<file path="src/cfd_pkg.sv">
`timescale 1ns / 1ps
// ----------------------------------------------------------------------------
// CRC-32 frame deframer package
// Shared types, constants and the byte-wide CRC-32 update used by the
// deframer and its register block.
// ----------------------------------------------------------------------------
package cfd_pkg;

    // Frame layout.
    localparam int HEADER_BYTES  = 32;
    localparam int HDR_IDX_W     = $clog2(HEADER_BYTES);
    localparam int PREFIX_BYTES  = 4;
    localparam int TRAILER_BYTES = 4;

    // Configuration port.
    localparam int ADDR_W = 4;
    localparam int DATA_W = 32;

    // Reflected CRC-32.
    localparam logic [31:0] CRC_POLY = 32'hEDB8_8320;
    localparam logic [31:0] CRC_INIT = 32'hFFFF_FFFF;

    // End-of-frame status codes.
    localparam logic [2:0] ST_OK        = 3'd0;
    localparam logic [2:0] ST_BAD_LEN   = 3'd1;
    localparam logic [2:0] ST_BAD_CRC   = 3'd2;
    localparam logic [2:0] ST_BAD_MAGIC = 3'd3;
    localparam logic [2:0] ST_BAD_VER   = 3'd4;

    // Result kinds.
    localparam logic KIND_PAYLOAD = 1'b0;
    localparam logic KIND_STATUS  = 1'b1;

    // Parser phase.
    typedef enum logic [1:0] {
        PH_PREFIX,
        PH_HEADER,
        PH_PAYLOAD,
        PH_TRAILER
    } cfd_phase_t;

    // One input transfer.
    typedef struct packed {
        logic [7:0] data_byte;
        logic       restart;
    } cfd_item_t;

    // One result transfer.
    typedef struct packed {
        logic        kind;
        logic [7:0]  payload_byte;
        logic [2:0]  status;
        logic [7:0]  msg_type;
        logic [7:0]  flag_bits;
        logic [15:0] tlv_count;
        logic [63:0] source_node;
        logic [63:0] send_time_ms;
        logic [31:0] sequence_number;
        logic [31:0] correlation;
        logic [15:0] payload_len;
    } cfd_result_t;

    // Configuration register values.
    typedef struct packed {
        logic [15:0] max_body_len;
        logic [7:0]  expected_version;
        logic [7:0]  magic_first;
        logic [7:0]  magic_second;
    } cfd_cfg_t;

    // One byte through the reflected CRC-32, LSB first.
    function automatic logic [31:0] crc32_byte(input logic [31:0] crc, input logic [7:0] b);
        logic [31:0] c;
        c = crc ^ {24'd0, b};
        for (int i = 0; i < 8; i++)
        begin
            c = (c >> 1) ^ (CRC_POLY & {32{c[0]}});
        end
        return c;
    endfunction

endpackage

</file>
<file path="src/cfd_regs.sv">
`timescale 1ns / 1ps
// ----------------------------------------------------------------------------
// CRC-32 frame deframer register block
// APB-style configuration registers: maximum body length, expected version
// and the two magic bytes. Writes complete in the access cycle.
// ----------------------------------------------------------------------------
module cfd_regs (
    input  logic                        clk,
    input  logic                        rst_n,
    input  logic                        psel,
    input  logic                        penable,
    input  logic                        pwrite,
    input  logic [cfd_pkg::ADDR_W-1:0]  paddr,
    input  logic [cfd_pkg::DATA_W-1:0]  pwdata,
    output logic [cfd_pkg::DATA_W-1:0]  prdata,
    output logic                        pready,
    output cfd_pkg::cfd_cfg_t           cfg
);
    import cfd_pkg::*;

    // Register indexes within the address map.
    localparam logic [1:0] REG_MAX_BODY_LEN = 2'd0;
    localparam logic [1:0] REG_EXP_VERSION  = 2'd1;
    localparam logic [1:0] REG_MAGIC_FIRST  = 2'd2;
    localparam logic [1:0] REG_MAGIC_SECOND = 2'd3;

    cfd_cfg_t   cfg_reg;
    cfd_cfg_t   cfg_next;
    logic       wr_en;
    logic [1:0] reg_idx;

    assign pready  = 1'b1;
    assign wr_en   = psel & penable & pwrite;
    assign reg_idx = paddr[3:2];
    assign cfg     = cfg_reg;

    // Write decode.
    always_comb
    begin
        cfg_next = cfg_reg;
        if (wr_en)
        begin
            unique case (reg_idx)
                REG_MAX_BODY_LEN: cfg_next.max_body_len     = pwdata[15:0];
                REG_EXP_VERSION:  cfg_next.expected_version = pwdata[7:0];
                REG_MAGIC_FIRST:  cfg_next.magic_first      = pwdata[7:0];
                REG_MAGIC_SECOND: cfg_next.magic_second     = pwdata[7:0];
                default:          cfg_next = cfg_reg;
            endcase
        end
    end

    always_ff @(posedge clk or negedge rst_n)
    begin
        if (!rst_n)
        begin
            cfg_reg.max_body_len     <= 16'd4096;
            cfg_reg.expected_version <= 8'd1;
            cfg_reg.magic_first      <= 8'd83;
            cfg_reg.magic_second     <= 8'd78;
        end
        else
        begin
            cfg_reg <= cfg_next;
        end
    end

    // Read decode.
    always_comb
    begin
        unique case (reg_idx)
            REG_MAX_BODY_LEN: prdata = {16'd0, cfg_reg.max_body_len};
            REG_EXP_VERSION:  prdata = {24'd0, cfg_reg.expected_version};
            REG_MAGIC_FIRST:  prdata = {24'd0, cfg_reg.magic_first};
            REG_MAGIC_SECOND: prdata = {24'd0, cfg_reg.magic_second};
            default:          prdata = '0;
        endcase
    end

endmodule

</file>
<file path="src/crc32_frame_deframer_top.sv">
`timescale 1ns / 1ps
// ----------------------------------------------------------------------------
// CRC-32 frame deframer
// Parses length-prefixed frames from a byte stream, forwards payload bytes
// and reports one status transfer per unbroken frame with the decoded header.
// ----------------------------------------------------------------------------
// The block takes one byte per clock and gives at most one result per byte.
// An accepted byte lands in an input register and is parsed from there
// (byte-wide CRC-32 update, counter compare, header capture) once the output
// register is free; its result, if any, is then written into the output
// register, which drives the result port. The block sustains one byte
// per cycle while the result side does not stall; while a result waits under
// a stall, the input stalls too. A bad length prefix is reported as soon as
// its fourth byte is parsed; any other unbroken frame ends with a status
// transfer after its last trailer byte.
// ----------------------------------------------------------------------------
module crc32_frame_deframer_top #(
    parameter int BODY_COUNT_BITS = 16
) (
    input  logic                        clk,
    input  logic                        rst_n,
    input  logic                        item_valid,
    output logic                        item_stall,
    input  cfd_pkg::cfd_item_t          item,
    output logic                        result_valid,
    input  logic                        result_stall,
    output cfd_pkg::cfd_result_t        result,
    input  logic                        psel,
    input  logic                        penable,
    input  logic                        pwrite,
    input  logic [cfd_pkg::ADDR_W-1:0]  paddr,
    input  logic [cfd_pkg::DATA_W-1:0]  pwdata,
    output logic [cfd_pkg::DATA_W-1:0]  prdata,
    output logic                        pready
);
    import cfd_pkg::*;

    localparam int CW    = BODY_COUNT_BITS;
    localparam int CMP_W = 33;

    cfd_cfg_t    cfg;

    // Input stage.
    logic        item_valid_reg;
    logic        item_valid_next;
    cfd_item_t   item_reg;
    logic        take_item;
    logic        go;

    // Parser state.
    cfd_phase_t  phase_reg;
    cfd_phase_t  phase_next;
    logic [CW-1:0] count_reg;
    logic [CW-1:0] count_next;
    logic [CW-1:0] cnt_eff;
    logic [31:0] crc_reg;
    logic [31:0] crc_next;
    logic [31:0] crc_upd;
    logic [23:0] prefix_reg;
    logic [23:0] prefix_next;
    logic [31:0] body_len;
    logic        len_bad;
    logic [23:0] trailer_reg;
    logic [23:0] trailer_next;
    logic [15:0] plen_reg;
    logic [15:0] plen_next;
    logic [7:0]  header_reg [HEADER_BYTES];
    logic        hdr_we;
    logic [7:0]  b;
    cfd_phase_t  ph_eff;

    // Output stage.
    logic        result_valid_reg;
    logic        result_valid_next;
    cfd_result_t result_reg;
    cfd_result_t res;
    logic        res_hit;

    cfd_regs u_regs (
        .clk     (clk),
        .rst_n   (rst_n),
        .psel    (psel),
        .penable (penable),
        .pwrite  (pwrite),
        .paddr   (paddr),
        .pwdata  (pwdata),
        .prdata  (prdata),
        .pready  (pready),
        .cfg     (cfg)
    );

    // Handshake: the parsed byte moves on when the output register is free.
    assign go         = item_valid_reg & (~result_valid_reg | ~result_stall);
    assign item_stall = item_valid_reg & ~go;
    assign take_item  = item_valid & ~item_stall;

    assign item_valid_next   = take_item | (item_valid_reg & ~go);
    assign result_valid_next = (go & res_hit) | (result_valid_reg & result_stall);

    always_ff @(posedge clk or negedge rst_n)
    begin
        if (!rst_n)
        begin
            item_valid_reg   <= 1'b0;
            result_valid_reg <= 1'b0;
        end
        else
        begin
            item_valid_reg   <= item_valid_next;
            result_valid_reg <= result_valid_next;
        end
    end

    always_ff @(posedge clk)
    begin
        if (take_item)
        begin
            item_reg <= item;
        end
        if (go & res_hit)
        begin
            result_reg <= res;
        end
    end

    assign result_valid = result_valid_reg;
    assign result       = result_reg;

    // Restart forces the byte into the first prefix position.
    assign b        = item_reg.data_byte;
    assign ph_eff   = item_reg.restart ? PH_PREFIX : phase_reg;
    assign cnt_eff  = item_reg.restart ? '0 : count_reg;
    assign crc_upd  = crc32_byte(crc_reg, b);
    assign body_len = {prefix_reg, b};
    assign len_bad  = (body_len < 32'(HEADER_BYTES))
                   || (body_len > {16'd0, cfg.max_body_len})
                   || ((body_len >> CW) != 32'd0);

    // Next state and result for the byte in the input register.
    always_comb
    begin
        phase_next   = phase_reg;
        count_next   = count_reg;
        crc_next     = crc_reg;
        prefix_next  = prefix_reg;
        trailer_next = trailer_reg;
        plen_next    = plen_reg;
        hdr_we       = 1'b0;
        res_hit      = 1'b0;
        res          = '0;
        if (go)
        begin
            phase_next = ph_eff;
            count_next = cnt_eff + 1'b1;
            crc_next   = item_reg.restart ? CRC_INIT : crc_reg;
            unique case (ph_eff)
                PH_PREFIX:
                begin
                    prefix_next = {prefix_reg[15:0], b};
                    if (cnt_eff == CW'(PREFIX_BYTES - 1))
                    begin
                        count_next = '0;
                        if (len_bad)
                        begin
                            res_hit    = 1'b1;
                            res.kind   = KIND_STATUS;
                            res.status = ST_BAD_LEN;
                        end
                        else
                        begin
                            crc_next   = CRC_INIT;
                            plen_next  = 16'(body_len - 32'(HEADER_BYTES));
                            phase_next = PH_HEADER;
                        end
                    end
                end
                PH_HEADER:
                begin
                    hdr_we   = 1'b1;
                    crc_next = crc_upd;
                    if (cnt_eff == CW'(HEADER_BYTES - 1))
                    begin
                        count_next = '0;
                        phase_next = (plen_reg == 16'd0) ? PH_TRAILER : PH_PAYLOAD;
                    end
                end
                PH_PAYLOAD:
                begin
                    crc_next = crc_upd;
                    if ((CMP_W'(cnt_eff) + 1'b1) == CMP_W'(plen_reg))
                    begin
                        count_next = '0;
                        phase_next = PH_TRAILER;
                    end
                    res_hit          = 1'b1;
                    res.kind         = KIND_PAYLOAD;
                    res.payload_byte = b;
                end
                PH_TRAILER:
                begin
                    trailer_next = {trailer_reg[15:0], b};
                    if (cnt_eff == CW'(TRAILER_BYTES - 1))
                    begin
                        count_next      = '0;
                        phase_next      = PH_PREFIX;
                        res_hit         = 1'b1;
                        res.kind        = KIND_STATUS;
                        res.payload_len = plen_reg;
                        if (~crc_reg != {trailer_reg, b})
                        begin
                            // Header is not trusted: its fields stay zero.
                            res.status = ST_BAD_CRC;
                        end
                        else
                        begin
                            if (header_reg[0] != cfg.magic_first
                                || header_reg[1] != cfg.magic_second)
                            begin
                                res.status = ST_BAD_MAGIC;
                            end
                            else if (header_reg[2] != cfg.expected_version)
                            begin
                                res.status = ST_BAD_VER;
                            end
                            else
                            begin
                                res.status = ST_OK;
                            end
                            res.msg_type        = header_reg[3];
                            res.flag_bits       = header_reg[4];
                            res.tlv_count       = {header_reg[6], header_reg[7]};
                            res.source_node     = {header_reg[8],  header_reg[9],
                                                   header_reg[10], header_reg[11],
                                                   header_reg[12], header_reg[13],
                                                   header_reg[14], header_reg[15]};
                            res.send_time_ms    = {header_reg[16], header_reg[17],
                                                   header_reg[18], header_reg[19],
                                                   header_reg[20], header_reg[21],
                                                   header_reg[22], header_reg[23]};
                            res.sequence_number = {header_reg[24], header_reg[25],
                                                   header_reg[26], header_reg[27]};
                            res.correlation     = {header_reg[28], header_reg[29],
                                                   header_reg[30], header_reg[31]};
                        end
                    end
                end
                default:
                begin
                    phase_next = PH_PREFIX;
                end
            endcase
        end
    end

    // Parser control state.
    always_ff @(posedge clk or negedge rst_n)
    begin
        if (!rst_n)
        begin
            phase_reg <= PH_PREFIX;
            count_reg <= '0;
            crc_reg   <= CRC_INIT;
        end
        else
        begin
            phase_reg <= phase_next;
            count_reg <= count_next;
            crc_reg   <= crc_next;
        end
    end

    // Frame data registers; the prefix and trailer shift in one byte at a time.
    always_ff @(posedge clk)
    begin
        prefix_reg  <= prefix_next;
        trailer_reg <= trailer_next;
        plen_reg    <= plen_next;
        if (hdr_we)
        begin
            header_reg[cnt_eff[HDR_IDX_W-1:0]] <= b;
        end
    end

    // The byte counter stays inside the bounds of its phase.
    a_prefix_count: assert property (@(posedge clk) disable iff (!rst_n)
        (phase_reg == PH_PREFIX) |-> (count_reg < CW'(PREFIX_BYTES)))
        else $error("prefix byte counter out of range");

    a_header_count: assert property (@(posedge clk) disable iff (!rst_n)
        (phase_reg == PH_HEADER) |-> (count_reg < CW'(HEADER_BYTES)))
        else $error("header byte counter out of range");

    a_payload_count: assert property (@(posedge clk) disable iff (!rst_n)
        (phase_reg == PH_PAYLOAD) |-> (CMP_W'(count_reg) < CMP_W'(plen_reg)))
        else $error("payload counter passed the payload length");

    a_stall_cause: assert property (@(posedge clk) disable iff (!rst_n)
        item_stall |-> (item_valid_reg && result_valid_reg && result_stall))
        else $error("input stalled without a blocked result");

    a_payload_status: assert property (@(posedge clk) disable iff (!rst_n)
        (result_valid && result.kind == KIND_PAYLOAD) |-> (result.status == ST_OK))
        else $error("payload transfer carries a nonzero status");

endmodule

</file>
<file path="config.mk">
export PLATFORM = sky130hd
export DESIGN_NAME = crc32_frame_deframer_top
export DESIGN_NICKNAME = d
export VERILOG_FILES = /design/src/cfd_pkg.sv /design/src/cfd_regs.sv /design/src/crc32_frame_deframer_top.sv
export SDC_FILE = /design/constraint.sdc
export NUM_CORES = 1
export LEC_CHECK = 0
export BUFFER_PORTS_ARGS = -buffer_cell sky130_fd_sc_hd__buf_2
export CORE_MARGIN = 4
export CORE_UTILIZATION = 35
export CTS_CLUSTER_DIAMETER = 200
export DETAILED_ROUTE_END_ITERATION = 10
export GPL_ROUTABILITY_DRIVEN = 1
export GPL_TIMING_DRIVEN = 0
export HOLD_SLACK_MARGIN = 0.08
export SLEW_MARGIN = 15
export SYNTH_ARGS = -nofsm -noshare
export SYNTH_HDL_FRONTEND = slang
export SYNTH_SLANG_ARGS = --single-unit
</file>
<file path="constraint.sdc">
create_clock -name clk -period 45.5 [get_ports clk]
set_clock_uncertainty 0.15 [all_clocks]
set_input_delay 2.275 -clock clk [delete_from_list [all_inputs] [get_ports clk]]
set_output_delay 2.275 -clock clk [all_outputs]
set_load 0.05 [all_outputs]
</file>
==> impl_metrics.tcl, run 1 <==
set metrics [dict create \
    cp.arrival_ns 6.67 \
    synth_seq_area_share_pct 73.8 \
    grt_util_met3_pct 3.01 \
    largest_register_ffs 252 \
    die_area_um2 80200 \
    criticalPathCategory "register to register" \
    grt_max_degree 56 \
    vias_per_cell 4.86 \
    fillCellCount 6725 \
    fp.dieH_um 283 \
    initial_utilization_pct 35.4 \
    hpwl_um 47600 \
    syn_to_final_growth_pct 22.3 \
    die_w_um 283 \
    cts_tree "done" \
    vias 15400 \
    synthTopCellsByArea "edfxtp_1 65%, and2_1 5.8%, dfrtp_1 4.7%" \
    postCtsSetupBuffers 0 \
    ys_seq_elements 665 \
    regArea_um2 19600 \
    synthArstFlopShare_pct 13.8 \
    dr.first_iter.drc_count 1135 \
    power_per_cell_area_nw_per_um2 50.0 \
    combPwrFrac_pct 18.4 \
    worst_setup_path_end_kind "register" \
    root_buffer "clkbuf_16" \
    cts_buffer_depth 3 \
    maxSlewHeadroom_pct 24.6 \
    grt_setup_unrepaired "false" \
    ir_drop_mv 0.0276 \
    min_path_type "register to register" \
    maxSlewViolCount 0 \
    drcViolationCount 0 \
    grt_pass1_vias 15700 \
    synth_area_um2 26500 \
    cts_buffers 72 \
    final.setup.tns_ns 0 \
    synth_flop_cell "edfxtp_1" \
    setup_viol_count_final 0 \
    antenna_found_initial 2 \
    p_clk_share_pct 35.4 \
    avgRoutedWirePerCell_um 21.1 \
    rows 100 \
    required_ns 45.81 \
    pwr-share-seq_pct 46.2 \
    drv_cap 0 \
    clk_pin_slew_ns 0.06 \
    synth_top_area_share_pct 64.9 \
    p_int_w 0.00116 \
    worst_pin_slew_ns 1.12 \
    status "finished clean" \
    synthCells 1717 \
    use_met1_pct 21.4 \
    ant_nets 0 \
    synth_cell_types 69 \
    hold_violations 0 \
    clkLatencyLatePin_ns 0.61 \
    fin_crit_sh_pct 14.0 \
    grt.total_usage_pct 16.3 \
    power_w 0.00162 \
    drive_above_1_share_pct 25.5 \
    synth.largest_area_cell "edfxtp_1" \
    max_freq_mhz 157 \
    io_buffers 301 \
    top_usage_layer "met2" \
    routed_wl_um 66900 \
    cts_sinks 665 \
    gp_congestion 0.899 \
    grt_pass1_wl_um 100000 \
    synth.avg_cell_area_um2 15.4 \
    synth-edff-count 573 \
    multi_input_area_um2 6460 \
    cts.repair.resized 0 \
    worstSetupStartpointType "register" \
    synth_warnings 0 \
    power_switching_w 0.000463 \
    power.share.switching_pct 28.6 \
    fin_nets 2226 \
    cts_max_level 3 \
    pin_count 339 \
    leakage_nw 11.6 \
    cts_hold_buf 0 \
    core_area_um2 74800 \
    grt_util_met2_pct 27.5 \
    finalCriticalPeriod_ns 6.36 \
    overflow 0 \
    cp_max_fo 10 \
    dr.pass1.iters 5 \
]
[worst max-delay path, cell delays in order, from the launching register on]
cell,delay (ns)
edfxtp_1,0.63
clkbuf_1,0.36
clkbuf_1,0.33
buf_2,0.29
nor2b_1,0.23
ha_1,0.38
or4b_2,0.62
o41ai_1,0.55
nor2b_1,0.38
nand3_1,0.33
nor2_2,0.70
clkbuf_1,0.65
clkbuf_1,0.36
and2_1,0.22
[synth_stat cells, drive strengths merged, types with 14 or more instances]
cell,n
nor2,77
nand3,19
xor2,59
a21oi,55
dfstp,42
xnor2,95
buf,21
a2bb2oi,15
ha,28
nand2,45
nor2b,14
and2,244
nand4,18
nor4,18
dfrtp,50
clkbuf,67
edfxtp,573
inv,46
nor3,23
o21ai,31
mux2,25
a21boi,16
[placed cells by master (no fill, tap or decap), types with 12 or more instances in the layout]
cell type | synthesis | routed
a21boi_0 | 14 | 14
a21oi_1 | 54 | 54
a2bb2oi_1 | 15 | 15
and2_1 | 244 | 244
and3_1 | 12 | 12
buf_16 | 0 | 14
buf_2 | 2 | 302
buf_4 | 17 | 17
buf_8 | 0 | 18
clkbuf_1 | 65 | 78
clkbuf_16 | 0 | 72
clkinv_2 | 0 | 14
conb_1 | 2 | 17
dfrtp_1 | 50 | 50
dfstp_2 | 42 | 42
edfxtp_1 | 573 | 573
ha_1 | 28 | 28
inv_1 | 46 | 46
mux2_2 | 25 | 25
nand2_1 | 45 | 45
nand3_1 | 19 | 19
nand4_1 | 18 | 18
nor2_1 | 77 | 73
nor2b_1 | 14 | 14
nor3_1 | 23 | 22
nor4_1 | 18 | 18
o21ai_0 | 31 | 30
xnor2_1 | 95 | 95
xor2_1 | 59 | 59
[path summary, 6_finish.rpt]
kind,start,end,slack [ns],cells after the start
setup / recovery,item_reg[0],result[91],39.14,13
hold / removal,prefix_reg[14],prefix_reg[22],0.30,0
setup reg to reg,item_reg[0],result[91],39.14,13
hold reg to reg,prefix_reg[14],prefix_reg[22],0.30,0
max in group asynchronous,rst_n,crc_reg[14],43.07,2
min in group asynchronous,rst_n,item_valid_reg,1.45,1
[per-stage QoR]
| step | setup WS [ns] | hold WS [ns] | instance area (µm²) | utilization [%] | std cells |
|---|---|---|---|---|---|
| after detailed placement | 39.14 | 0.291 | 30100 | 40.2 | 3041 |
| final | 39.14 | 0.305 | 32400 | 43.4 | 3174 |
| after global placement | 15.13 | 0.283 | 29300 | 39.2 | 3002 |
| after floorplan | 23.80 | 0.277 | 26600 | - | 1732 |
| after global routing | 38.86 | 0.318 | 32400 | 43.4 | 3172 |
| after CTS | 39.12 | 0.304 | 32400 | 43.4 | 3172 |
[power groups by stage]
stage	sequential, W	clock [W]	combinational [W]
finish	0.000749	0.000574	0.000298
global route	0.000752	0.000615	0.000322
CTS	0.000749	0.000588	0.000300
detailed placement	0.000761	0	0.000298
global placement	0.000785	0	0.000278
floorplan	0.000800	0	0.000183
[area by class of cell]
class | instances | share of cell area [%]
clock inverter | 46 | 1.52
antenna | 2 | 0.0154
inverter | 46 | 0.532
clock buffer | 85 | 5.70
buffer | 88 | 1.25
multi-input combinational | 933 | 19.9
tap | 969 | 3.74
timing repair buffer | 340 | 7.03
sequential | 665 | 60.3
[routing by layer]
layer | part of all wire, % | routed length (µm)
met3 | 5.3 | 3580
met4 | 2.6 | 1720
met1 | 43 | 28700
met2 | 49 | 33000
met5 | 0 | 0
[cells by family (layout without fill, tap and decap cells)]
kind of cell               after synthesis  count (layout)  share of synthesized area [%]
xor gates and xnor gates               155             155                           5.17
and+or+nand+nor                        507             507                           10.8
adders and majority gates               28              28                           1.32
AOI/OAI and AO/OA                      191             191                           4.94
other                                    2              19                         0.0283
buffers and inverters                  134             605                           2.18
muxes                                   35              35                           1.82
DFF                                    665             665                           73.8
Power figures use the tool's default switching activity.
==> run 2, diff against run 1 <==
Clock period 45.5 ns to 5.8 ns, I/O delays scaled along.
==> impl_metrics.tcl, run 2 (synthesis gave the netlist of run 1 again) <==
set metrics [dict create \
    criticalPathCategory "register to register" \
    pin_count 339 \
    status "finished clean" \
    power_per_cell_area_nw_per_um2 385 \
    dr.pass1.iters 5 \
    cts_max_level 3 \
    fp.dieH_um 283 \
    fin_crit_sh_pct 92.6 \
    vias 15500 \
    hp-start "result_stall" \
    clkLatencyLatePin_ns 0.60 \
    mostFrequentLayoutCell "edfxtp_1" \
    drcViolationCount 0 \
    hpwl_um 48100 \
    die_area_um2 80200 \
    required_ns 6.11 \
    avgRoutedWirePerCell_um 21.2 \
    drv_cap 0 \
    grt_util_met2_pct 28.5 \
    postPlaceCellArea_um2 30300 \
    final_util_pct 43.9 \
    grt_setup_unrepaired "false" \
    hold_path_depth 3 \
    io_buffers 301 \
    clk_pin_slew_ns 0.06 \
    cp.arrival_ns 5.68 \
    grt_max_degree 58 \
    ant_nets 0 \
    cp_max_fo 10 \
    routed_wl_um 67700 \
    rr_endpoint "result[158]" \
    fin_nets 2260 \
    vias_per_cell 4.85 \
    hold_path_end "result_valid" \
    ir_drop_mv 0.182 \
    max_freq_mhz 186 \
    fin_area_um2 32900 \
    mostFrequentLayoutCells "573 x edfxtp_1, 301 x buf_2, 244 x and2_1" \
    gp_congestion 0.865 \
    rows 100 \
    hold_violations 0 \
    layout_setup_ws_ns 0.430 \
    fillCellCount 6750 \
    power_w 0.0127 \
    postCtsSetupBuffers 0 \
    maxSlewHeadroom_pct 26.3 \
    leakage_nw 11.7 \
    core_area_um2 74800 \
    largest_register_ffs 252 \
    cts_tree "done" \
    worst_pin_slew_ns 1.10 \
    use_met1_pct 21.1 \
    maxSlewViolCount 0 \
    grt_util_met3_pct 3.30 \
    dp_cells 3043 \
    fin_cells 3200 \
    setup_viol_count_final 0 \
    die_w_um 283 \
    grt.total_usage_pct 16.5 \
    drive_above_1_share_pct 25.3 \
    dr.first_iter.drc_count 1236 \
    grt_pass1_wl_um 101000 \
    cts_buffers 71 \
    reg2reg_slack_ns 0.43 \
    grt_pass1_vias 15900 \
    cts_buffer_depth 3 \
    dp_slack_ns 0.331 \
    antenna_found_initial 1 \
    worst_setup_path_end_kind "register" \
    antenna_cells 0 \
    initial_utilization_pct 35.4 \
    top_usage_layer "met2" \
    min_path_type "input port to register" \
    worstSetupStartpointType "register" \
    finalCriticalPeriod_ns 5.37 \
    r2r-start "item_reg[0]" \
    cts_sinks 665 \
    rr_worst_depth 13 \
    root_buffer "clkbuf_16" \
    overflow 0 \
    syn_to_final_growth_pct 23.9 \
]
[run 2: layout make-up]
class	count	area, µm²	area share [%]
Sequential cell	665	19600	59.5
Multi-Input combinational cell	933	6530	19.9
Timing Repair Buffer	375	2690	8.19
Clock buffer	84	1860	5.65
Tap cell	969	1210	3.69
Buffer	88	433	1.32
Clock inverter	40	405	1.23
Inverter	46	173	0.525
[run 2: routing by layer]
metal	routed length (µm)	up-vias
met4	1800	0
met2	33700	494
met5	0	-
met1	28400	7753
li1	-	7168
met3	3790	116
[run 2: worst max-delay path by stage]
stage | startpoint | to | slack (ns) | cells past startpoint
final | item_reg[0] | result[158] | 0.43 | 13
after global routing | item_reg[0] | result[141] | 0.21 | 13
after CTS | item_reg[0] | result[158] | 0.34 | 13
after detailed placement | item_reg[0] | result[158] | 0.33 | 13
after global placement | b[5] | result[177] | -4.24 | 8
after floorplan | item_reg[0] | result[0] | -1.25 | 10
[run 2: where the power goes]
group / switching [W] / internal [W] / total [W]
logic: 0.00146 / 0.000928 / 0.00239
clock network: 0.00182 / 0.00257 / 0.00438
registers: 0.000277 / 0.00560 / 0.00588
[run 2: per-stage QoR]
step                setup TNS, ns  hold slack (ns)
floorplan                 -314.19           -0.156
global route                    0            0.132
CTS                             0           0.0993
global placement         -1255.61            0.286
detailed placement              0           0.0783
finish                          0            0.171
[run 2: worst max-delay path: stages, from the launching register on]
cell and delay, ns:
edfxtp_1 0.66, clkbuf_8 0.30, clkbuf_8 0.18, buf_6 0.16
nor2b_4 0.16, ha_4 0.20, or4b_4 0.47, o41ai_2 0.41
nor2b_4 0.28, nand3_1 0.29, nor2_2 0.73, clkbuf_1 0.65
clkbuf_1 0.37, and2_1 0.20
[run 2: what timing repair did]
item,in CTS,in global routing
gates resized for setup,0,0
hold buffers,33,0
endpoints found under the hold margin,117,0
